--- src/rtl/lrl_pkg.sv ---
package lrl_pkg;

    // Default sizes
    localparam int MAX_IN_DEF   = 64;
    localparam int MAX_OUT_DEF  = 64;
    localparam int MAX_RANK_DEF = 16;

    // Field widths
    localparam int FUNC_W     = 3;
    localparam int IDX_W      = 6;
    localparam int VAL_W      = 16;
    localparam int CFG_IDX_W  = 3;
    localparam int CFG_DATA_W = 16;

    // Datapath widths
    localparam int ACC_W  = 40;
    localparam int RQ_W   = 24;
    localparam int MUL_AW = 25;
    localparam int MUL_BW = 17;
    localparam int PROD_W = MUL_AW + MUL_BW;
    localparam int SPLIT  = 22;

    // Item function codes
    localparam logic [FUNC_W-1:0] FN_LOAD_W    = 3'd0;
    localparam logic [FUNC_W-1:0] FN_LOAD_BIAS = 3'd1;
    localparam logic [FUNC_W-1:0] FN_LOAD_A    = 3'd2;
    localparam logic [FUNC_W-1:0] FN_LOAD_B    = 3'd3;
    localparam logic [FUNC_W-1:0] FN_FEATURE   = 3'd4;

    // Register indexes
    localparam logic [CFG_IDX_W-1:0] REG_IN_DIM      = 3'd0;
    localparam logic [CFG_IDX_W-1:0] REG_OUT_DIM     = 3'd1;
    localparam logic [CFG_IDX_W-1:0] REG_RANK        = 3'd2;
    localparam logic [CFG_IDX_W-1:0] REG_SCALE       = 3'd3;
    localparam logic [CFG_IDX_W-1:0] REG_SLICE_START = 3'd4;
    localparam logic [CFG_IDX_W-1:0] REG_SLICE_WIDTH = 3'd5;
    localparam logic [CFG_IDX_W-1:0] REG_BIAS_EN     = 3'd6;
    localparam logic [CFG_IDX_W-1:0] REG_ADAPTER_EN  = 3'd7;

    // MAC pipeline operations
    localparam int OP_W_BITS = 3;
    localparam logic [OP_W_BITS-1:0] OP_W   = 3'd0;
    localparam logic [OP_W_BITS-1:0] OP_A   = 3'd1;
    localparam logic [OP_W_BITS-1:0] OP_B   = 3'd2;
    localparam logic [OP_W_BITS-1:0] OP_SLO = 3'd3;
    localparam logic [OP_W_BITS-1:0] OP_SHI = 3'd4;

    // Control of one accumulator chain
    typedef struct packed {
        logic shift;
        logic clr;
    } chain_ctl_t;

    function automatic int addr_bits(input int depth);
        return (depth > 1) ? $clog2(depth) : 1;
    endfunction

    // Saturate a grown sum to the accumulator range
    function automatic logic [ACC_W-1:0] sat_acc(input logic signed [ACC_W+2:0] s);
        logic [ACC_W-1:0] r;
        if (s[ACC_W+2:ACC_W-1] == 4'b0000 || s[ACC_W+2:ACC_W-1] == 4'b1111)
        begin
            r = s[ACC_W-1:0];
        end
        else if (s[ACC_W+2])
        begin
            r = {1'b1, {(ACC_W-1){1'b0}}};
        end
        else
        begin
            r = {1'b0, {(ACC_W-1){1'b1}}};
        end
        return r;
    endfunction

endpackage

--- src/rtl/lrl_ram.sv ---
module lrl_ram
    import lrl_pkg::*;
#(
    parameter int WIDTH = 16,
    parameter int DEPTH = 64
)
(
    input  logic                        clk,
    input  logic                        wr_en,
    input  logic [addr_bits(DEPTH)-1:0] wr_addr,
    input  logic [WIDTH-1:0]            wr_data,
    input  logic                        rd_en,
    input  logic [addr_bits(DEPTH)-1:0] rd_addr,
    output logic [WIDTH-1:0]            rd_data
);

    logic [WIDTH-1:0] mem [DEPTH];
    logic [WIDTH-1:0] rd_data_reg;

    always_ff @(posedge clk)
    begin
        if (wr_en)
        begin
            mem[wr_addr] <= wr_data;
        end
        if (rd_en)
        begin
            rd_data_reg <= mem[rd_addr];
        end
    end

    assign rd_data = rd_data_reg;

endmodule

--- config.mk ---
export PLATFORM = sky130hd
export DESIGN_NAME = lrl_ram
export DESIGN_NICKNAME = d
export VERILOG_FILES = /design/src/rtl/lrl_pkg.sv /design/src/rtl/lrl_ram.sv
export SDC_FILE = /design/constraint.sdc
export NUM_CORES = 1
export LEC_CHECK = 0
export BUFFER_PORTS_ARGS = -buffer_cell sky130_fd_sc_hd__buf_4
export CORE_ASPECT_RATIO = 1.5
export CORE_MARGIN = 2
export CORE_UTILIZATION = 59
export CTS_BUF_LIST = sky130_fd_sc_hd__clkbuf_2
export CTS_CLUSTER_DIAMETER = 200
export DETAILED_ROUTE_END_ITERATION = 8
export PLACE_DENSITY = 0.88
export SLEW_MARGIN = 25
export SYNTH_ARGS = -nofsm -noshare
export SYNTH_HDL_FRONTEND = slang
export SYNTH_SLANG_ARGS = --single-unit
--- constraint.sdc ---
create_clock -name clk -period 2.3 [get_ports clk]
set_input_delay 0.345 -clock clk [delete_from_list [all_inputs] [get_ports clk]]
set_output_delay 0.345 -clock clk [all_outputs]
set_load 0.005 [all_outputs]
**Yosys cells after proc, flatten, opt, wreduce, memory -nomap -nowiden**

Memory sizes are Yosys's and may differ from the RTL's. A register that Yosys moved wholly into a read port is not among the register bits.
Index checks and enable logic that the tools add are counted.

- Output and inout bits: 16
- Memories: 1
- RAM bits: 1024
- Register bits after elaboration: 0
- Input port bits: 31

- Muxes and demuxes: 2

Memories:

| name | depth | bits a word | read ports | clocked after memory_dff | write ports | line | RTL |
|---|---|---|---|---|---|---|---|
| mem | 64 | 16 | 1 | 1 | 1 | lrl_ram.sv:17 | `logic [WIDTH-1:0] mem [DEPTH];` |

Operators with widths:

| kind | number |
|---|---|
| $mux W1 | 2 |

**Longest topological paths before layout**

Gate-level depths: netlist of run 1.

- Depth in word-level cells: 2
- Depth in mapped cells: 10

**Least setup slack after synthesis of run 1**

No wires, ideal clock.

- Path type: input port to flip-flop
- Start point: in wr_addr[3]
- End point: mem mem[48][0] (enable)
- Buffers on the path: 1
- Library setup time: 0.409 ns
- Cell stages on the path: 4
- Required time: 1.891 ns
- Slack: -0.080 ns
- Data arrival time: 1.971 ns
- Path through: clkbuf_1 nor2b_1 nand4b_1 nor3_1

RTL lines:

| what | line | RTL |
|---|---|---|
| start, declared | lrl_ram.sv:10 | `input logic [addr_bits(DEPTH)-1:0] wr_addr,` |
| end, declared | lrl_ram.sv:17 |  |

Straight into the memory's write port.

**Worst setup path in the final report of run 1**

- Start point: reg rd_data_reg[13] (netlist: rd_data[13]) (read register of mem)
- End point: out rd_data[13]

RTL lines:

| what | line | RTL |
|---|---|---|
| start, declared | lrl_ram.sv:18 | `logic [WIDTH-1:0] rd_data_reg;` |
| end, declared | lrl_ram.sv:14 | `output logic [WIDTH-1:0] rd_data` |

No word-level cell between the ends.

==> results by group, run 1 <==
Yosys
  • Sequential fraction of the synthesis area: between 70% and 80%
  • Largest cells by area after synthesis: edfxtp_1, mux4_2, mux2i_1, mux2_2, a22oi_1
  • Cell accounting for the most synthesized area: edfxtp_1
  • Syn Std Cell Area: a little over 0.04 mm²
  • Mean post-synth cell area: about 22 µm²
  • Synth Register Bits: approximately 1000
  • Post-Synthesis Cells: 1829
  • Yosys cell types: between 40 and 50
  • Syn nets: between 1500 and 2000
  • Yosys top cell area share: slightly below 80%
  • Synthesis Warnings: 0

Final layout
  • Fillers: 3822
  • Share of layout cells above drive strength 1: a little over a third
  • Fin nets: between 2000 and 2500
  • Max FFs per register: roughly 1000
  • Area growth, synth to finish: 13.2%

Critical path
  • Worst path depth: 1
  • CP Max Fanout: 1
  • FF-to-FF Start: mem[50][9]$_DFFE_PP_
  • RR Endpoint: rd_data[9]$_DFFE_PP_
  • Slowest stage cell, crit path: edfxtp_1
  • CP required: between 1.5 and 2 ns
  • CP delay by family, top: flip-flops
  • Crit path kind: register to output port
  • Reg2Reg Depth: 3
  • Crit-path cells: buf_6
  • Crit path largest cell delay: about 0.53 ns
  • Worst setup EP type: output port
  • Worst EP arrival: around 2.1 ns
  • CP startpoint: rd_data[13]$_DFFE_PP_
  • Crit path buf inv count: 1
  • Worst Setup Start Kind: register
  • Critical Path End: rd_data[13]
  • R2r setup slk: around 0.010 ns

Die
  • Die H: about 320 µm
  • Cell Rows: 117
  • Top Ports: 47
  • Core area: around 0.068 mm²
  • DIE AREA: ~0.07 mm²
  • Die Span X: between 200 and 250 µm
  • Starting density of the core: around three fifths

Clock tree
  • Clock Path Buffers: 3
  • Post-CTS Repair Setup Buffers: 0
  • CTS H-tree depth: 4
  • Clk sink count: around 1000
  • Worst-Skew Late Latency: roughly 1.4 ns
  • Clock slew seen by the registers of the worst setup and hold paths: ~0.16 ns
  • CTS tree: yes
  • Root buf cell: clkbuf_2
  • Total CTS buffers: between 200 and 250

Routing
  • Iteration-0 DRC Markers: ~3900
  • Final ANT Viol Nets: 0
  • Met3 WL: 13800 µm
  • Wire per inst: 33.0 µm
  • Detailed-route DRC error count: 0
  • DR vias/cell: between 6 and 7
  • Vias: between 20000 and 25000
  • Routed WL: between 100000 and 150000 µm
  • Met1 Routed Length: about 32000 µm
  • Met2 wire len: between 50000 and 60000 µm
  • Top layer in use: met5
  • DRT Pass-1 Iters: 6

Outcome
  • Status: finished with violations
  • Failing checks: negative setup slack

Run
  • Number of max-cap violations: 0

Place
  • IO Port Bufs: 46
  • RePlAce Congestion: approximately 0.91
  • Post-DP HPWL: 65100 µm

Timing
  • Period utilization: 107%
  • Fin. Hold Viols: 0
  • Max Slew Vio Count: 0
  • Hold slack: roughly 0.068 ns
  • Final worst setup slack: -0.160 ns
  • Slew headroom: 25.9%
  • Tmin final: around 2.5 ns
  • RSZ-0062 raised after global routing: true
  • Final Setup Violations: 16
  • Tightest Pin Transition: around 1.1 ns
  • Clk_skew: about 0.16 ns
  • Max Freq: a little over 0.4 GHz

Global routing
  • Gr ovfl total: 0
  • Vias in the first global route: around 23000
  • Largest net degree at the start of global routing: 65
  • All-Layer GR Usage: between 30% and 40%
  • Initial antenna violation count: 13
  • First-pass GRT wire length: 155000 µm

Min path
  • Hold Crit Class: input pin to register

Power and ir drop
  • P_leak: about 15 nW
  • Power density over cell area: 756 mW/mm²
  • Total power: 0.0344 W
  • Max VDD drop: between 0.0006 and 0.0007 V
## placed cells by master (no fill, tap or decap), types with 12 or more instances in the layout
cell	n
edfxtp_1	1040
clkbuf_2	276
buf_4	230
mux4_2	220
mux2i_1	81
nor2_1	72
clkinv_1	61
nand2_1	59
a22oi_1	39
dlygate4sd3_1	36
buf_12	33
nor2b_1	30
mux2_2	27
nand3_1	24
a21oi_1	17
clkinv_2	17
a221oi_1	16
buf_6	15
nand4_1	12
## cell type report
| type | instances | area (µm²) | share of cell area [%] |
|---|---|---|---|
| timing repair buffer | 316 | 2950 | 6.47 |
| clock buffer | 276 | 1380 | 3.03 |
| sequential | 1040 | 31200 | 68.6 |
| multi-input combinational | 685 | 8270 | 18.2 |
| tap | 892 | 1120 | 2.45 |
| antenna | 8 | 20.0 | 0.0440 |
| clock inverter | 94 | 551 | 1.21 |
## cells in the mapped netlist, drive strengths merged
library cell	instances
edfxtp	1040
mux4	224
mux2i	85
buf	77
nor2	74
nand2	60
a22oi	39
nor2b	30
clkbuf	27
mux2	27
nand3	24
a21oi	17
a221oi	16
nand4	12
a211o	8
a211oi	8
a311oi	8
a31oi	8
o21ai	8
a221o	6
a22o	6
a41oi	5
and4	5
nand2b	3
nor4	3
and2	2
nand3b	2
nor3	2
nand4b	1
or3	1
or3b	1
## worst min-delay path by stage
stage | startpoint | cells after the start | slack [ns] | end
final | wr_data[11] | 2 | 0.07 | mem[39][11]$_DFFE_PP_
after global routing | rd_addr[2] | 6 | 0.03 | rd_data[8]$_DFFE_PP_
after CTS | rd_addr[2] | 6 | 0.07 | rd_data[8]$_DFFE_PP_
after detailed placement | rd_en | 1 | 0.76 | rd_data[14]$_DFFE_PP_
after global placement | rd_en | 1 | 0.76 | rd_data[14]$_DFFE_PP_
after floorplan | wr_data[0] | 0 | 0.44 | mem[0][0]$_DFFE_PP_
## where the power goes
group	total (W)	internal [W]	switching, W
Combinational	0.00238	0.000950	0.00143
Clock	0.0109	0.00393	0.00701
Sequential	0.0211	0.0210	0.0000749
Total	0.0344	0.0259	0.00851
## metal layers
metal	vias to the layer above	GRT usage, %
met5	-	0
met4	14	23.1
met3	579	8.48
met2	2148	52.2
met1	11100	35.7
li1	8660	-
## what timing repair did
item,CTS,global route
resized for setup,8,11
setup endpoints to repair,13,19
hold buffers,36,0
pin swaps,0,0
hold endpoints to repair,2074,0
## cells by family (layout without fill, tap and decap cells)
logic type	Yosys count	count (layout)	share of synthesized area (%)
buf+inv	104	686	1.82
compound gates	129	129	2.40
simple gates	220	220	2.64
flops	1040	1040	77.7
other cells	0	8	0
mux	336	336	15.5
## through the flow
step	instance area [µm²]	std cells	utilization [%]	setup WS [ns]	TNS, ns
floorplan	40200	1829	-	-0.00280	-0.264
global placement	43100	2897	63.8	-0.488	-4.72
detailed placement	43100	2897	63.8	-0.594	-5.54
CTS	45400	3303	67.2	-0.144	-0.690
global route	45500	3306	67.3	-0.201	-1.93
finish	45500	3311	67.3	-0.160	-1.02
(Power assumes the default switching activity.)
==> inputs of run 2 (changes only) <==
Settings changed: SKIP_LAST_GASP set to 1.
==> run 2 against run 1 <==
Compared with the run above:
- worst hold slack gained 0.0053 ns
- sequential cell count is the same
- the flow still finishes with violations (negative setup slack)
- final area is essentially flat
- clock-buffer cell count is the same
- clock skew shrank 0.0082 ns
- worst setup slack lost 0.016 ns
- maximum frequency shrank 0.63%
- via count is essentially flat
- wire length is essentially flat
- largest power group unchanged
- critical endpoint unchanged
- register-to-register slack lost 0.08 ns
- sequential share of layout area is essentially flat
- die area is the same
==> results by group, run 2 (synthesis gave the netlist of run 1 again) <==
Critical path
  • RR Endpoint: rd_data[9]$_DFFE_PP_
  • Slowest stage cell, crit path: edfxtp_1
  • R2r setup slk: -0.07 ns (-0.08 ns)
  • Worst Setup Start Kind: register
  • Worst setup EP type: output port
  • Reg2Reg Depth: 5 (+2)
  • CP required: 1.96 ns (about the same)
  • CP Max Fanout: 1 (unchanged)
  • Worst path depth: 1 (unchanged)
  • Crit path largest cell delay: 0.54 ns (about the same)
  • Worst EP arrival: 2.13 ns (+0.02 ns)
  • Crit path buf inv count: 1 (unchanged)
  • Crit path kind: register to output port
  • CP startpoint: rd_data[13]$_DFFE_PP_
  • Crit-path cells: buf_6
  • Critical Path End: rd_data[13]
  • FF-to-FF Start: mem[27][9]$_DFFE_PP_
  • CP delay by family, top: flip-flops

Place
  • Placed Instances: 2897 (unchanged)
  • Post-DP HPWL: 65100 µm (unchanged)
  • RePlAce Congestion: 0.910 (unchanged)
  • IO Port Bufs: 46 (unchanged)

Timing
  • Final Setup Violations: 16 (unchanged)
  • Fin. Hold Viols: 0 (unchanged)
  • Max Freq: 0.404 GHz (-0.63%)
  • Max Slew Vio Count: 0 (unchanged)
  • Slew headroom: 26.0% (+0.076 points)
  • Clk_skew: 0.156 ns (-0.00824 ns)
  • Tmin final: 2.48 ns (+0.0156 ns)
  • Hold slack: 0.0729 ns (+0.00526 ns)
  • Final worst setup slack: -0.175 ns (-0.0156 ns)
  • Tightest Pin Transition: 1.11 ns (-0.00113 ns)
  • Period utilization: 108% (+0.68 points)
  • RSZ-0062 raised after global routing: true

Power and ir drop
  • Max VDD drop: 0.000687 V (about the same)
  • P_leak: 15.1 nW (about the same)
  • Sw frac: 24.8% (about the same)
  • Clk pwr share: 31.8% (about the same)
  • Psw: 0.00852 W (+0.12%)
  • Comb pwr share: 6.9% (about the same)
  • Seq pwr share: 61.3% (about the same)
  • Internal power: 0.0259 W (about the same)
  • Power density over cell area: 756 mW/mm² (about the same)

Die
  • Die H: 324 µm (unchanged)
  • Cell Rows: 117 (unchanged)
  • Core area: 0.0676 mm² (unchanged)
  • Die Span X: 217 µm (unchanged)
  • DIE AREA: 0.0703 mm² (unchanged)
  • Top Ports: 47 (unchanged)
  • Starting density of the core: 59.4% (unchanged)

Final layout
  • Post-route non-filler standard cell count: 3312 (+0.030%)
  • Max FFs per register: 1024 (unchanged)
  • Fillers: 3821 (-0.026%)
  • Area of the multi-input gates: 0.00826 mm² (-0.11%)
  • Share of layout cells above drive strength 1: 35.2% (unchanged)
  • Most common cell after layout, fill and taps aside: edfxtp_1
  • Area growth, synth to finish: 13.2% (about the same)
  • Fin nets: 2280 (unchanged)
  • FF+latch area: 0.0312 mm² (unchanged)
  • Most frequent cells in the layout: edfxtp_1, clkbuf_2, buf_4

Routing
  • Final ANT Viol Nets: 0 (unchanged)
  • Top layer in use: met5
  • Iteration-0 DRC Markers: 3957 (+0.94%)
  • Vias: 22500 (-0.022%)
  • Detailed-route DRC error count: 0 (unchanged)
  • Routed WL: 109000 µm (about the same)
  • Met3 WL: 13800 µm (-0.57%)
  • Met1 Routed Length: 31600 µm (+0.46%)
  • DRT Pass-1 Iters: 7 (+1)
  • DR vias/cell: 6.78 (about the same)
  • Wire per inst: 33.0 µm (about the same)
  • Met2 wire len: 53800 µm (+0.14%)

Global routing
  • Largest net degree at the start of global routing: 65 (unchanged)
  • First-pass GRT wire length: 155000 µm (unchanged)
  • Gr ovfl total: 0 (unchanged)
  • Initial antenna violation count: 13 (unchanged)
  • All-Layer GR Usage: 31.6% (unchanged)
  • Vias in the first global route: 22900 (unchanged)

Outcome
  • Status: finished with violations
  • Failing checks: negative setup slack

Min path
  • Hold depth: 2 (unchanged)
  • Hold Crit Class: input pin to register

Clock tree
  • Clk sink count: 1040 (unchanged)
  • Clock slew seen by the registers of the worst setup and hold paths: 0.16 ns (about the same)
  • CTS H-tree depth: 4 (unchanged)
  • Worst-Skew Late Latency: 1.44 ns (about the same)
  • Root buf cell: clkbuf_2
  • Total CTS buffers: 206 (unchanged)
  • Clock Path Buffers: 3 (unchanged)
  • CTS tree: yes

Run
  • Number of max-cap violations: 0 (unchanged)
run 2: changes by cell type in the layout (fill, tap and decap cells not counted), sizes merged:
cell	delta
diode	+1
run 2: final cells by class:
cell class | count | area share, %
repair buffers | 316 | 6.47
multi-input cells | 685 | 18.2
clock buffers | 276 | 3.04
flip-flops and latches | 1040 | 68.6
clock inverters | 94 | 1.21
well taps | 892 | 2.45
diodes | 9 | 0.0495
run 2: power groups by stage:
| stage | registers, W | logic, W | clock network (W) |
|---|---|---|---|
| after floorplan | 0.0215 | 0.00109 | 0 |
| after global placement | 0.0215 | 0.00208 | 0 |
| after detailed placement | 0.0215 | 0.00220 | 0 |
| after CTS | 0.0211 | 0.00227 | 0.0109 |
| after global routing | 0.0211 | 0.00242 | 0.0118 |
| final | 0.0211 | 0.00238 | 0.0110 |
run 2: metrics by stage:
step	power, W	instance area, µm²	worst slack, ns	setup TNS, ns	util, %
floorplan	0.0225	40200	-0.00280	-0.264	-
global placement	0.0236	43100	-0.488	-4.72	63.8
detailed placement	0.0237	43100	-0.594	-5.54	63.8
CTS	0.0342	45400	-0.144	-0.690	67.2
global route	0.0353	45500	-0.201	-2.00	67.3
finish	0.0344	45500	-0.175	-1.21	67.3
run 2: worst min-delay path by stage:
stage / slack [ns] / from / endpoint
2_1_floorplan: 0.44 / wr_data[0] / mem[0][0]$_DFFE_PP_
3_3_place_gp: 0.76 / rd_en / rd_data[14]$_DFFE_PP_
3_5_place_dp: 0.76 / rd_en / rd_data[14]$_DFFE_PP_
4_1_cts: 0.07 / rd_addr[2] / rd_data[8]$_DFFE_PP_
5_1_grt: 0.03 / rd_addr[2] / rd_data[8]$_DFFE_PP_
6_report: 0.07 / wr_data[11] / mem[39][11]$_DFFE_PP_
run 2: metal layers:
| layer | vias up | GRT usage, % |
|---|---|---|
| met5 | - | 0 |
| met1 | 11000 | 35.7 |
| li1 | 8674 | - |
| met3 | 558 | 8.48 |
| met2 | 2178 | 52.2 |
| met4 | 16 | 23.1 |
run 2: repair_timing:
item                                     CTS  global route
pin swaps                                  0             0
resized for setup                          8            10
setup buffers                              0             0
endpoints found under the hold margin   2074             0
endpoints found under the setup margin    13            19
hold buffers                              36             0
