### src/rtl/lrl_pkg.sv
package lrl_pkg;

    // Default sizes
    localparam int MAX_IN_DEF   = 64;
    localparam int MAX_OUT_DEF  = 64;
    localparam int MAX_RANK_DEF = 16;

    // Field widths
    localparam int FUNC_W     = 3;
    localparam int IDX_W      = 6;
    localparam int VAL_W      = 16;
    localparam int CFG_IDX_W  = 3;
    localparam int CFG_DATA_W = 16;

    // Datapath widths
    localparam int ACC_W  = 40;
    localparam int RQ_W   = 24;
    localparam int MUL_AW = 25;
    localparam int MUL_BW = 17;
    localparam int PROD_W = MUL_AW + MUL_BW;
    localparam int SPLIT  = 22;

    // Item function codes
    localparam logic [FUNC_W-1:0] FN_LOAD_W    = 3'd0;
    localparam logic [FUNC_W-1:0] FN_LOAD_BIAS = 3'd1;
    localparam logic [FUNC_W-1:0] FN_LOAD_A    = 3'd2;
    localparam logic [FUNC_W-1:0] FN_LOAD_B    = 3'd3;
    localparam logic [FUNC_W-1:0] FN_FEATURE   = 3'd4;

    // Register indexes
    localparam logic [CFG_IDX_W-1:0] REG_IN_DIM      = 3'd0;
    localparam logic [CFG_IDX_W-1:0] REG_OUT_DIM     = 3'd1;
    localparam logic [CFG_IDX_W-1:0] REG_RANK        = 3'd2;
    localparam logic [CFG_IDX_W-1:0] REG_SCALE       = 3'd3;
    localparam logic [CFG_IDX_W-1:0] REG_SLICE_START = 3'd4;
    localparam logic [CFG_IDX_W-1:0] REG_SLICE_WIDTH = 3'd5;
    localparam logic [CFG_IDX_W-1:0] REG_BIAS_EN     = 3'd6;
    localparam logic [CFG_IDX_W-1:0] REG_ADAPTER_EN  = 3'd7;

    // MAC pipeline operations
    localparam int OP_W_BITS = 3;
    localparam logic [OP_W_BITS-1:0] OP_W   = 3'd0;
    localparam logic [OP_W_BITS-1:0] OP_A   = 3'd1;
    localparam logic [OP_W_BITS-1:0] OP_B   = 3'd2;
    localparam logic [OP_W_BITS-1:0] OP_SLO = 3'd3;
    localparam logic [OP_W_BITS-1:0] OP_SHI = 3'd4;

    // Control of one accumulator chain
    typedef struct packed {
        logic shift;
        logic clr;
    } chain_ctl_t;

    function automatic int addr_bits(input int depth);
        return (depth > 1) ? $clog2(depth) : 1;
    endfunction

    // Saturate a grown sum to the accumulator range
    function automatic logic [ACC_W-1:0] sat_acc(input logic signed [ACC_W+2:0] s);
        logic [ACC_W-1:0] r;
        if (s[ACC_W+2:ACC_W-1] == 4'b0000 || s[ACC_W+2:ACC_W-1] == 4'b1111)
        begin
            r = s[ACC_W-1:0];
        end
        else if (s[ACC_W+2])
        begin
            r = {1'b1, {(ACC_W-1){1'b0}}};
        end
        else
        begin
            r = {1'b0, {(ACC_W-1){1'b1}}};
        end
        return r;
    endfunction

endpackage

### src/rtl/lrl_cell.sv
module lrl_cell
    import lrl_pkg::*;
#(
    parameter int W = ACC_W
)
(
    input  logic         clk,
    input  logic         rst_n,
    input  chain_ctl_t   ctl,
    input  logic [W-1:0] din,
    output logic [W-1:0] dout
);

    logic [W-1:0] value_reg;
    logic [W-1:0] value_next;

    // Clear wins over a shift
    always_comb
    begin
        value_next = value_reg;
        if (ctl.clr)
        begin
            value_next = '0;
        end
        else if (ctl.shift)
        begin
            value_next = din;
        end
    end

    always_ff @(posedge clk or negedge rst_n)
    begin
        if (!rst_n)
        begin
            value_reg <= '0;
        end
        else
        begin
            value_reg <= value_next;
        end
    end

    assign dout = value_reg;

endmodule

### src/rtl/lrl_chain.sv
module lrl_chain
    import lrl_pkg::*;
#(
    parameter int N = 16,
    parameter int W = ACC_W
)
(
    input  logic         clk,
    input  logic         rst_n,
    input  chain_ctl_t   ctl,
    input  logic [W-1:0] tail,
    output logic [W-1:0] head
);

    // links[i] is the value of cell i; the updated head value enters at the tail
    logic [W-1:0] links [N+1];

    assign links[N] = tail;
    assign head     = links[0];

    for (genvar i = 0; i < N; i++)
    begin : g_cell
        lrl_cell #(.W(W)) u_cell (
            .clk   (clk),
            .rst_n (rst_n),
            .ctl   (ctl),
            .din   (links[i+1]),
            .dout  (links[i])
        );
    end

endmodule
### config.mk
export PLATFORM = sky130hd
export DESIGN_NAME = lrl_chain
export DESIGN_NICKNAME = d
export VERILOG_FILES = /design/src/rtl/lrl_pkg.sv /design/src/rtl/lrl_cell.sv /design/src/rtl/lrl_chain.sv
export SDC_FILE = /design/constraint.sdc
export NUM_CORES = 1
export LEC_CHECK = 0
export BUFFER_PORTS_ARGS = -buffer_cell sky130_fd_sc_hd__clkbuf_2
export CORE_ASPECT_RATIO = 1.5
export CORE_UTILIZATION = 40
export CTS_CLUSTER_SIZE = 10
export DETAILED_ROUTE_END_ITERATION = 7
export GPL_ROUTABILITY_DRIVEN = 0
export HOLD_SLACK_MARGIN = 0.12
export PLACE_DENSITY = 0.63
export SLEW_MARGIN = 15
export SYNTH_ARGS = -nofsm -noshare
export SYNTH_HDL_FRONTEND = slang
export SYNTH_SLANG_ARGS = --single-unit
### constraint.sdc
create_clock -name clk -period 0.8 [get_ports clk]
set_input_delay 0.08 -clock clk [delete_from_list [all_inputs] [get_ports clk]]
set_output_delay 0.08 -clock clk [all_outputs]
set_load 0.03 [all_outputs]
Word level (Yosys, flattened, before mapping)
Cells that the tools add are included.
{"block": "classes", "n_mux": 32, "n_reduce_logical": 1}
{"operator": "$mux W40", "n": 32}
{"operator": "$reduce_bool A2 Y1", "n": 1}
{"block": "word_totals", "register_bits": 640}

Logic depth before layout (Yosys ltp)
Gate-level depths: netlist of the first run.
{"block": "logic_depth", "ltp_word": 2, "mapped_depth": 5, "mapped_depth_nobuf": 2}

Hierarchy
From an unflattened synthesis of the first run, not the netlist that was laid out.
{"block": "hier_totals", "hier_cells": 2064, "hier_area_um2": 26525.4}
{"mod": "lrl_cell", "instances": 16, "cells_each": 129, "area_per_inst_um2": 1657.8, "seq_area_each_um2": 1001.0}

Least setup slack after synthesis of the first run
Ideal clock, no wire load.
{"block": "synth_path", "path_kind": "input-to-reg", "from": "in ctl[1] in the netlist's numbering", "to": "reg g_cell[10].u_cell.value_reg[0]", "setup_slack_ns": -0.115, "path_stages": 5, "t_arrival_ns": 0.783, "required_time_ns": 0.668, "cell_sequence": "buf_6 buf_12 buf_12 mux2i_1 nor2_1"}
{"block": "synth_between", "elab_chain_len": 1}
{"item": "start, declared", "line": "lrl_chain.sv:10", "text": "input chain_ctl_t ctl,"}
{"item": "$reduce_bool A2 Y1 (no source line)"}
{"item": "end signal, assigned", "line": "lrl_cell.sv:39", "text": "value_reg <= value_next;"}
{"item": "end, declared", "line": "lrl_cell.sv:14", "text": "logic [W-1:0] value_reg;"}
No other way between the ends.
A chain may end at the register's enable or synchronous reset.

Final worst setup path of the first run
{"block": "layout_path", "from": "reg g_cell[0].u_cell.value_reg[38]", "to": "out head[38]"}
{"item": "start, declared", "line": "lrl_cell.sv:14"}
{"item": "start signal, assigned", "line": "lrl_cell.sv:39"}
{"item": "end, declared", "line": "lrl_chain.sv:12", "text": "output logic [W-1:0] head"}
No word-level cell between the ends.

==> results of run 1 <==
[worst reg2reg max path, delay by kind of cell, from the launching register on]
| kind | cells | cell delay [ns] |
|---|---|---|
| buffers and inverters | 2 | 0.24 |
| DFF | 1 | 0.40 |
| muxes | 1 | 0.13 |
| and+or+nand+nor | 1 | 0.06 |
[Yosys cell counts, drive strengths merged]
| cell type | number | share of area [%] |
|---|---|---|
| dfrtp | 640 | 60 |
| mux2i | 640 | 24 |
| buf | 102 | 5.7 |
| nor2 | 640 | 9.1 |
| clkbuf | 40 | 0.57 |
[placed cells by master, fill, tap and decap left out]
cell type and n:
nor2_1 640, mux2i_1 639, dfrtp_1 639, clkbuf_16 77, buf_4 75, buf_12 64, dlygate4sd3_1 49, buf_8 42
clkbuf_2 40, buf_6 25, inv_6 2, bufinv_16 2, mux2i_2 1, clkbuf_8 1, dfrtp_2 1
[how the worst max path moves through the flow]
stage | from | endpoint | slack (ns) | cells after the start
6_report | g_cell[0].u_cell.dout[38] | head[38] | -0.47 | 1
5_1_grt | g_cell[0].u_cell.dout[38] | head[38] | -0.50 | 1
4_1_cts | g_cell[0].u_cell.dout[38] | head[38] | -0.53 | 1
3_5_place_dp | ctl[1] | g_cell[13].u_cell.dout[1] | -0.33 | 5
3_3_place_gp | ctl[1] | g_cell[14].u_cell.dout[20] | -0.31 | 5
2_1_floorplan | ctl[1] | g_cell[10].u_cell.dout[0] | -0.06 | 5
[routing by layer]
metal  wire, microns  up-vias  global-route usage [%]
met5               0        -                       0
met4             867        0                    4.76
met3            1500       62                    2.61
met2           20500      174                    22.3
met1           22400     7400                    20.1
li1                -     7310                       -
[timing repair]
item / 4_1_cts / 5_1_grt
setup endpoints to repair: 40 / 680
pin swaps: 0 / 20
resized for setup: 80 / 68
hold endpoints to repair: 1263 / 277
buffers inserted: 37 / 16
hold buffers: 45 / 5
[report_power, final]
part	switching [mW]	total (mW)	internal, mW
registers	0.141	32.8	32.6
logic	2.30	4.11	1.81
clock network	11.9	29.5	17.6
total	14.3	66.4	52.1
[per-stage QoR]
stage / cells / setup WS [ns]
final: 3174 / -0.466
after global routing: 3174 / -0.501
after CTS: 3167 / -0.534
after detailed placement: 3003 / -0.334
after global placement: 3003 / -0.311
after floorplan: 2062 / -0.0580
[kinds of logic after synthesis]
| kind of cell | count (synthesis) | synth area share (%) |
|---|---|---|
| buffers and inverters | 142 | 6.23 |
| DFF | 640 | 60.5 |
| muxes | 640 | 24.2 |
| and+or+nand+nor | 640 | 9.07 |
[cell type report]
| type | instances | area [sq um] | area share (%) |
|---|---|---|---|
| clock buffer | 78 | 1940 | 6.18 |
| sequential | 640 | 16000 | 51.0 |
| tap | 877 | 1100 | 3.50 |
| timing repair buffer | 295 | 3450 | 11.0 |
| clock inverter | 4 | 77.6 | 0.247 |
| multi-input combinational | 1280 | 8810 | 28.1 |
==> impl_metrics.ini, run 1 <==
[worst_setup_path]
cp-start-kind = register
worstPathBufferInverterCount = 1
crit_arrival_ns = 1.19
worstRegToRegCells = 4
critical_path_maximum_fanout = 2
path_cells = buf_8
r2r-end = g_cell[0].u_cell.dout[11]
endpoint_kind = output port
path_delay_family = flip-flops
reg2reg_slack_ns = -0.15
cp_required_ns = 0.72
r2r_start = g_cell[0].u_cell.dout[11]
critPathKind = reg2out
cp_slowest_stage_delay_ns = 0.45
timing.critical_path.slowest_stage_cell = dfrtp_2

[min_path]
min-delay-path-class = in2reg
worst_hold_path.num_cells = 2
hold_end = g_cell[6].u_cell.dout[2]
min-delay-start = ctl[0]

[timing]
max_clock_freq_mhz = 790
number_of_setup_violations_in_the_final_report = 113
totalNegativeSetupSlack_ns = -30.05
maximum_clock_skew_at_final_layout_ns = 0.0176
timing.final.crit_share_pct = 158
rsz0062_at_grt = yes
transition_time_of_the_tightest_slew_check_pin_ns = 0.605
report.final.slew_viol_count = 0
layout_min_cycle_time_ns = 1.27
fin_worst_hold_slack_ns = -0.253
hold_viol = 42
timing.max_slew.rel_slack_pct = 59.5
final_critical_path_setup_slack_ns = -0.466

[synthesis]
post_synth_inst_count = 2062
post_synth_design_cell_area_sq_mm = 0.0265
synthesis.yosys.warnings = 0
ys_seq_elements = 640
mappedNetlistNets = 2106
avgSynthCellArea_sq_um = 12.8
unique_cell_type_count_in_the_yosys_netlist = 9
yosysSeqAreaShare_pct = 60.5

[detailed_routing]
drt_first_iter_violations = 613
remaining_drc_errors = 0
vias_after_detailed_routing = 14900
antenna_violating_nets_post_route = 0
detail_route.first_pass.iterations = 4
postRouteWirelength_mm = 45.2
drt-vias-per-instance = 4.71
average_routed_wire_per_standard_cell_microns = 14.3

[floorplan]
chipHeight_microns = 317
fp.coreArea_sq_mm = 0.0655
die-width_microns = 212
die_area_sq_mm = 0.0672
floorplan.initialDensity_pct = 40.4
boundaryPins = 84
placementRows = 115

[power_and_ir_drop]
power_density_mw_per_mm2 = 2110
p_leak_nw = 16.3
finalPower_mw = 66.4
max-vdd-ir-drop_uv = 1880

[cts]
cts_max_path_buffers = 3
cts_made_buffers = 74
clkLatencyLatePin_ns = 0.59
cts_tree = yes
clock-sinks = 640
clock_pin_transition_on_the_worst_setup_and_hold_timing_paths_ns = 0.05
cts_root_buffer = clkbuf_16
cts-htree-levels = 3

[grt]
initial_antenna_violation_count = 0
global_route.overflow_total = 0
first_global_vias = 15700
grt_first_pass_wirelength_mm = 79.6
largest_net_degree_at_the_start_of_global_routing = 101
gr-usage-all-layers_pct = 14.3

[place]
dp_hpwl_mm = 29.3
buffer_ports.inserted = 83
dpl_cell_area_sq_mm = 0.0281

[run_status]
outcome = finished with violations
failed_checks = hold timing, setup timing

[cells_and_area]
diodes = 0
flip_flop_count_of_the_largest_register_all_copies_and_words_added = 640
synthToLayoutAreaGrowth_pct = 18.6
finalNetCount = 2335
nFillCells = 5695
post-route-cell-area_sq_mm = 0.0314
fraction_of_the_core_area_covered_by_cells_at_the_end_of_the_flow_pct = 47.9
fraction_of_final_layout_cells_with_drive_strength_greater_than_1_pct = 14.4

[run]
maxCapViolations = 0
(Power assumes the default switching activity.)
==> run 2: changes to the inputs <==
- CORE_ASPECT_RATIO: 1.5 -> 1.4
- GPL_TIMING_DRIVEN: not set -> 0
- PLACE_DENSITY: 0.63 -> 0.61
- clock period: 0.8 -> 1.28 ns (I/O delays scaled with it)
==> run 2 against run 1 <==
  * Sequential share of layout area is essentially flat
  * Final area about the same
  * Register-to-register slack improved by 0.48 ns
  * Critical endpoint is now head[39]
  * Clock skew grew 0.0019 ns
  * The flow still finishes with violations (hold timing, setup timing)
  * Via count grew 1.1%
  * Global-route usage up 1.4 points
  * Routed wire length increased by 10%
  * Die area about the same
  * Clock power fell by 38%
  * Largest power group unchanged
  * Largest cell class unchanged
==> impl_metrics.ini, run 2 (synthesized netlist as in run 1, its figures left out) <==
[run_status]
outcome = finished with violations
failed_checks = hold timing, setup timing

[worst_setup_path]
path_delay_family = flip-flops
cp-start-kind = register
worstPathBufferInverterCount = 1
r2r_start = g_cell[0].u_cell.dout[26]
worst_setup_path_startpoint = g_cell[0].u_cell.dout[39]
crit_arrival_ns = 1.15
timing.critical_path.slowest_stage_cell = dfrtp_1
path_cells = buf_8
cp_required_ns = 1.15
endpoint_kind = output port
cp_slowest_stage_delay_ns = 0.41
critPathKind = reg2out
critical_path_maximum_fanout = 2

[timing]
timing.max_slew.rel_slack_pct = 64.0
rsz0062_at_grt = yes
transition_time_of_the_tightest_slew_check_pin_ns = 0.539
final_critical_path_setup_slack_ns = -0.00212
timing.final.crit_share_pct = 100
fin_worst_hold_slack_ns = -0.571
layout_min_cycle_time_ns = 1.28
report.final.slew_viol_count = 0
number_of_setup_violations_in_the_final_report = 1
maximum_clock_skew_at_final_layout_ns = 0.0194
max_clock_freq_mhz = 780
hold_viol = 196

[floorplan]
fp.coreArea_sq_mm = 0.0654
die_area_sq_mm = 0.0672
placementRows = 111
die-width_microns = 219
chipHeight_microns = 306
floorplan.initialDensity_pct = 40.5
boundaryPins = 84

[power_and_ir_drop]
power_density_mw_per_mm2 = 1320
clock_power_share_pct = 44.2
switching_share_pct = 21.9
p_switching_mw = 9.06
p_leak_nw = 16.3
max-vdd-ir-drop_uv = 963
power_frac_seq_pct = 49.4
internal_power_consumption_mw = 32.4
pwr-share-comb_pct = 6.4

[grt]
global_route.overflow_total = 0
gr-usage-all-layers_pct = 15.7
largest_net_degree_at_the_start_of_global_routing = 100
first_global_vias = 16500
initial_antenna_violation_count = 0
grt_first_pass_wirelength_mm = 85.3

[detailed_routing]
remaining_drc_errors = 0
average_routed_wire_per_standard_cell_microns = 15.7
antenna_violating_nets_post_route = 0
postRouteWirelength_mm = 49.9
detail_route.first_pass.iterations = 4
vias_after_detailed_routing = 15100
drt-vias-per-instance = 4.77
drt_first_iter_violations = 561

[place]
buffer_ports.inserted = 81
dpl_worst_slack_ns = -0.921
dp_hpwl_mm = 35.7
dpl_cell_area_sq_mm = 0.0281

[cells_and_area]
fraction_of_the_core_area_covered_by_cells_at_the_end_of_the_flow_pct = 48.0
commonest_cells_after_routing_fill_and_taps_aside = mux2i_1, nor2_1, dfrtp_1
finalNetCount = 2357
diodes = 0
synthToLayoutAreaGrowth_pct = 18.5
flip_flop_count_of_the_largest_register_all_copies_and_words_added = 640
post-route-cell-area_sq_mm = 0.0314
fraction_of_final_layout_cells_with_drive_strength_greater_than_1_pct = 13.1

[cts]
clock-sinks = 640
cts_root_buffer = clkbuf_16
cts_made_buffers = 74
clkLatencyLatePin_ns = 0.60
hold_buffers = 40
cts-htree-levels = 3
cts_tree = yes
cts_max_path_buffers = 3
clock_pin_transition_on_the_worst_setup_and_hold_timing_paths_ns = 0.05

[min_path]
min-delay-path-class = in2async

[run]
maxCapViolations = 0
## run 2: cell types whose count changed in the layout (fill, tap and decap cells not counted), sizes merged, moves of 2 or more
| cell | previous run | this run |
|---|---|---|
| clkbuf | 118 | 167 |
| dlygate4sd3 | 49 | 40 |
| bufbuf | 0 | 2 |
| bufinv | 2 | 0 |
| buf | 206 | 191 |
## run 2: per-layer routing
| layer | global-route usage (%) | vias to the layer above | part of all wire (%) | routed length, microns |
|---|---|---|---|---|
| li1 | - | 7386 | - | - |
| met1 | 18.2 | 7479 | 41 | 20400 |
| met2 | 28.8 | 172 | 54 | 26800 |
| met3 | 2.44 | 75 | 3.0 | 1510 |
| met4 | 5.44 | 0 | 2.2 | 1090 |
| met5 | 0 | - | 0 | 0 |
## run 2: metrics by stage
stage | total power, mW | setup TNS (ns) | std cells | hold slack (ns)
4_1_cts | 42.1 | -0.718 | 3158 | -0.598
3_5_place_dp | 23.4 | -319.50 | 2997 | 0.109
2_1_floorplan | 22.5 | 0 | 2062 | -0.168
3_3_place_gp | 23.3 | -9188.75 | 2990 | 0.373
5_1_grt | 43.1 | -0.623 | 3169 | -0.568
6_report | 41.4 | -0.00212 | 3169 | -0.571
## run 2: worst paths after layout
| check | to | slack (ns) | cells after the start |
|---|---|---|---|
| min reg2reg | g_cell[14].u_cell.dout[31] | 0.52 | 2 |
| min | g_cell[0].u_cell.dout[33] | -0.57 | 1 |
| max | head[39] | -0.002 | 1 |
| max reg2reg | g_cell[0].u_cell.dout[26] | 0.33 | 4 |
| max in group asynchronous | g_cell[14].u_cell.dout[6] | 0.25 | 5 |
| min in group clk | g_cell[12].u_cell.dout[28] | 0.16 | 4 |
## run 2: what timing repair did
| item | 4_1_cts | 5_1_grt |
|---|---|---|
| endpoints found under the setup margin | 229 | 87 |
| gates resized for setup | 82 | 38 |
| pin swaps | 0 | 0 |
| buffers inserted | 34 | 10 |
| cloned | 2 | 1 |
| hold endpoints to repair | 236 | 245 |
## run 2: area by class of cell
class                   instances  area [sq um]
plain buffers                 142          1650
clock buffers                  83          1990
clock inverters                 2          17.5
fillers                      5745         34000
multi-input cells            1280          8810
flip-flops and latches        640         16000
well taps                     847          1060
repair buffers                175          1840
## run 2: power groups by stage
stage                     Combinational [mW]  Sequential, mW  Clock [mW]
after floorplan                         1.69            20.8           0
after CTS                               2.71            20.5        18.9
final                                   2.64            20.5        18.3
after global routing                    2.89            20.5        19.7
after global placement                  2.40            20.9           0
after detailed placement                2.58            20.8           0
==> run 3: changes to the inputs <==
- CELL_PAD_IN_SITES_DETAIL_PLACEMENT: not set -> 2
- CELL_PAD_IN_SITES_GLOBAL_PLACEMENT: not set -> 2
- PLACE_DENSITY: 0.61 -> 0.79
==> run 3 against run 2 <==
  * The flow still finishes with violations (hold timing, setup timing)
  * Core utilization down 0.10 points
  * Critical path depth unchanged
  * Flip-flop and latch count unchanged
  * Setup slack worse by 0.035 ns
  * First-iteration DRC count down 3.4%
  * Total power up 1.4%
  * Routed wire length up 35%
  * Critical endpoint unchanged
  * Largest power group unchanged
  * Highest routed layer unchanged
==> impl_metrics.ini, run 3 (synthesized netlist as in run 1, its figures left out) <==
[power_and_ir_drop]
pwr-share-comb_pct = 6.5
clock_power_share_pct = 44.7
power_density_mw_per_mm2 = 1340
internal_power_consumption_mw = 32.5
max-vdd-ir-drop_uv = 865
switching_share_pct = 22.7
power_frac_seq_pct = 48.8
p_switching_mw = 9.52
p_leak_nw = 16.3

[timing]
timing.max_slew.rel_slack_pct = 60.7
timing.final.crit_share_pct = 103
hold_viol = 269
layout_min_cycle_time_ns = 1.32
number_of_setup_violations_in_the_final_report = 12
final_critical_path_setup_slack_ns = -0.0371
fin_worst_hold_slack_ns = -0.518
transition_time_of_the_tightest_slew_check_pin_ns = 0.589
report.final.slew_viol_count = 0
maximum_clock_skew_at_final_layout_ns = 0.0180
max_clock_freq_mhz = 759
rsz0062_at_grt = yes

[cts]
cts_made_buffers = 74
clock-sinks = 640
cts_max_path_buffers = 3
cts_root_buffer = clkbuf_16
cts-htree-levels = 3
cts_tree = yes
clkLatencyLatePin_ns = 0.60
hold_buffers = 40
clock_pin_transition_on_the_worst_setup_and_hold_timing_paths_ns = 0.05

[place]
dp_hpwl_mm = 44.6
placed_cells_incl_taps = 2996
dpl_cell_area_sq_mm = 0.0281
dpl_worst_slack_ns = -0.937
buffer_ports.inserted = 81

[run_status]
outcome = finished with violations
failed_checks = hold timing, setup timing

[cells_and_area]
post-route-cell-area_sq_mm = 0.0313
commonest_cells_after_routing_fill_and_taps_aside = mux2i_1, nor2_1, dfrtp_1
finish.cell_count_without_fillers = 3165
finalNetCount = 2350
diodes = 0
flip_flop_count_of_the_largest_register_all_copies_and_words_added = 640
fraction_of_the_core_area_covered_by_cells_at_the_end_of_the_flow_pct = 47.9
synthToLayoutAreaGrowth_pct = 18.3
fraction_of_final_layout_cells_with_drive_strength_greater_than_1_pct = 12.9

[min_path]
min-delay-path-class = in2async

[detailed_routing]
detail_route.first_pass.iterations = 4
drt-vias-per-instance = 5.03
remaining_drc_errors = 0
antenna_violating_nets_post_route = 0
drt_first_iter_violations = 542
average_routed_wire_per_standard_cell_microns = 21.3
postRouteWirelength_mm = 67.4
vias_after_detailed_routing = 15900

[worst_setup_path]
cp-start-kind = register
worstRegToRegCells = 4
critical_path_maximum_fanout = 2
timing.critical_path.slowest_stage_cell = dfrtp_2
path_cells = buf_8
path_delay_family = flip-flops
worst_setup_path_startpoint = g_cell[0].u_cell.dout[39]
endpoint_kind = output port
cp_required_ns = 1.15
r2r-end = g_cell[0].u_cell.dout[17]
critPathKind = reg2out
r2r_start = g_cell[0].u_cell.dout[17]
reg2reg_slack_ns = 0.20
crit_arrival_ns = 1.19
worstPathBufferInverterCount = 1
cp_slowest_stage_delay_ns = 0.44

[floorplan]
floorplan.initialDensity_pct = 40.5
boundaryPins = 84
die_area_sq_mm = 0.0672
placementRows = 111
chipHeight_microns = 306
die-width_microns = 219
fp.coreArea_sq_mm = 0.0654

[grt]
first_global_vias = 19500
initial_antenna_violation_count = 1
grt_first_pass_wirelength_mm = 108
gr-usage-all-layers_pct = 20.4
global_route.overflow_total = 0
largest_net_degree_at_the_start_of_global_routing = 99

[run]
maxCapViolations = 0
run 3: changes by cell type in the layout (fill, tap and decap cells not counted), sizes merged:
cell / delta
bufbuf: -1
clkinv: -1
buf: -4
clkbuf: +2
run 3: cell type report:
cell class                      count  area, sq um
Tap cell                          847         1060
Clock inverter                      1         8.76
Clock buffer                       87         2030
Timing Repair Buffer              168         1740
Multi-Input combinational cell   1280         8810
Buffer                            142         1650
Fill cell                        6262        34100
Sequential cell                   640        16000
run 3: worst max path at each step:
stage                                      endpoint  depth (start not counted)
final                                      head[39]                          1
after global routing                       head[29]                          1
after CTS                                  head[39]                          1
after detailed placement  g_cell[0].u_cell.dout[33]                          4
after global placement    g_cell[0].u_cell.dout[33]                          1
after floorplan           g_cell[10].u_cell.dout[0]                          5
run 3: through the flow:
step | hold slack (ns) | setup TNS [ns] | total power [mW]
2_1_floorplan | -0.168 | 0 | 22.5
3_5_place_dp | 0.242 | -364.50 | 23.5
4_1_cts | -0.533 | -1.54 | 42.5
6_report | -0.518 | -0.182 | 42.0
3_3_place_gp | 0.371 | -9360.88 | 23.3
5_1_grt | -0.508 | -1.09 | 43.4
run 3: power groups by stage:
stage	sequential [mW]	combinational [mW]	clock, mW
3_3_place_gp	20.9	2.41	0
3_5_place_dp	20.9	2.64	0
4_1_cts	20.5	2.78	19.3
6_report	20.5	2.73	18.8
5_1_grt	20.5	2.95	20.0
2_1_floorplan	20.8	1.69	0
run 3: metal layers:
layer | GRT usage [%] | vias to the layer above | wire length [microns]
li1 | - | 7307 | -
met1 | 21.0 | 8305 | 24300
met2 | 41.1 | 210 | 39800
met3 | 2.53 | 112 | 1630
met4 | 7.15 | 0 | 1720
met5 | 0 | - | 0
run 3: what timing repair did:
item | 4_1_cts | 5_1_grt
resized for setup | 83 | 40
pin swaps | 0 | 0
cloned | 1 | 1
setup endpoints to repair | 234 | 131
buffers inserted | 22 | 17
hold endpoints to repair | 411 | 371
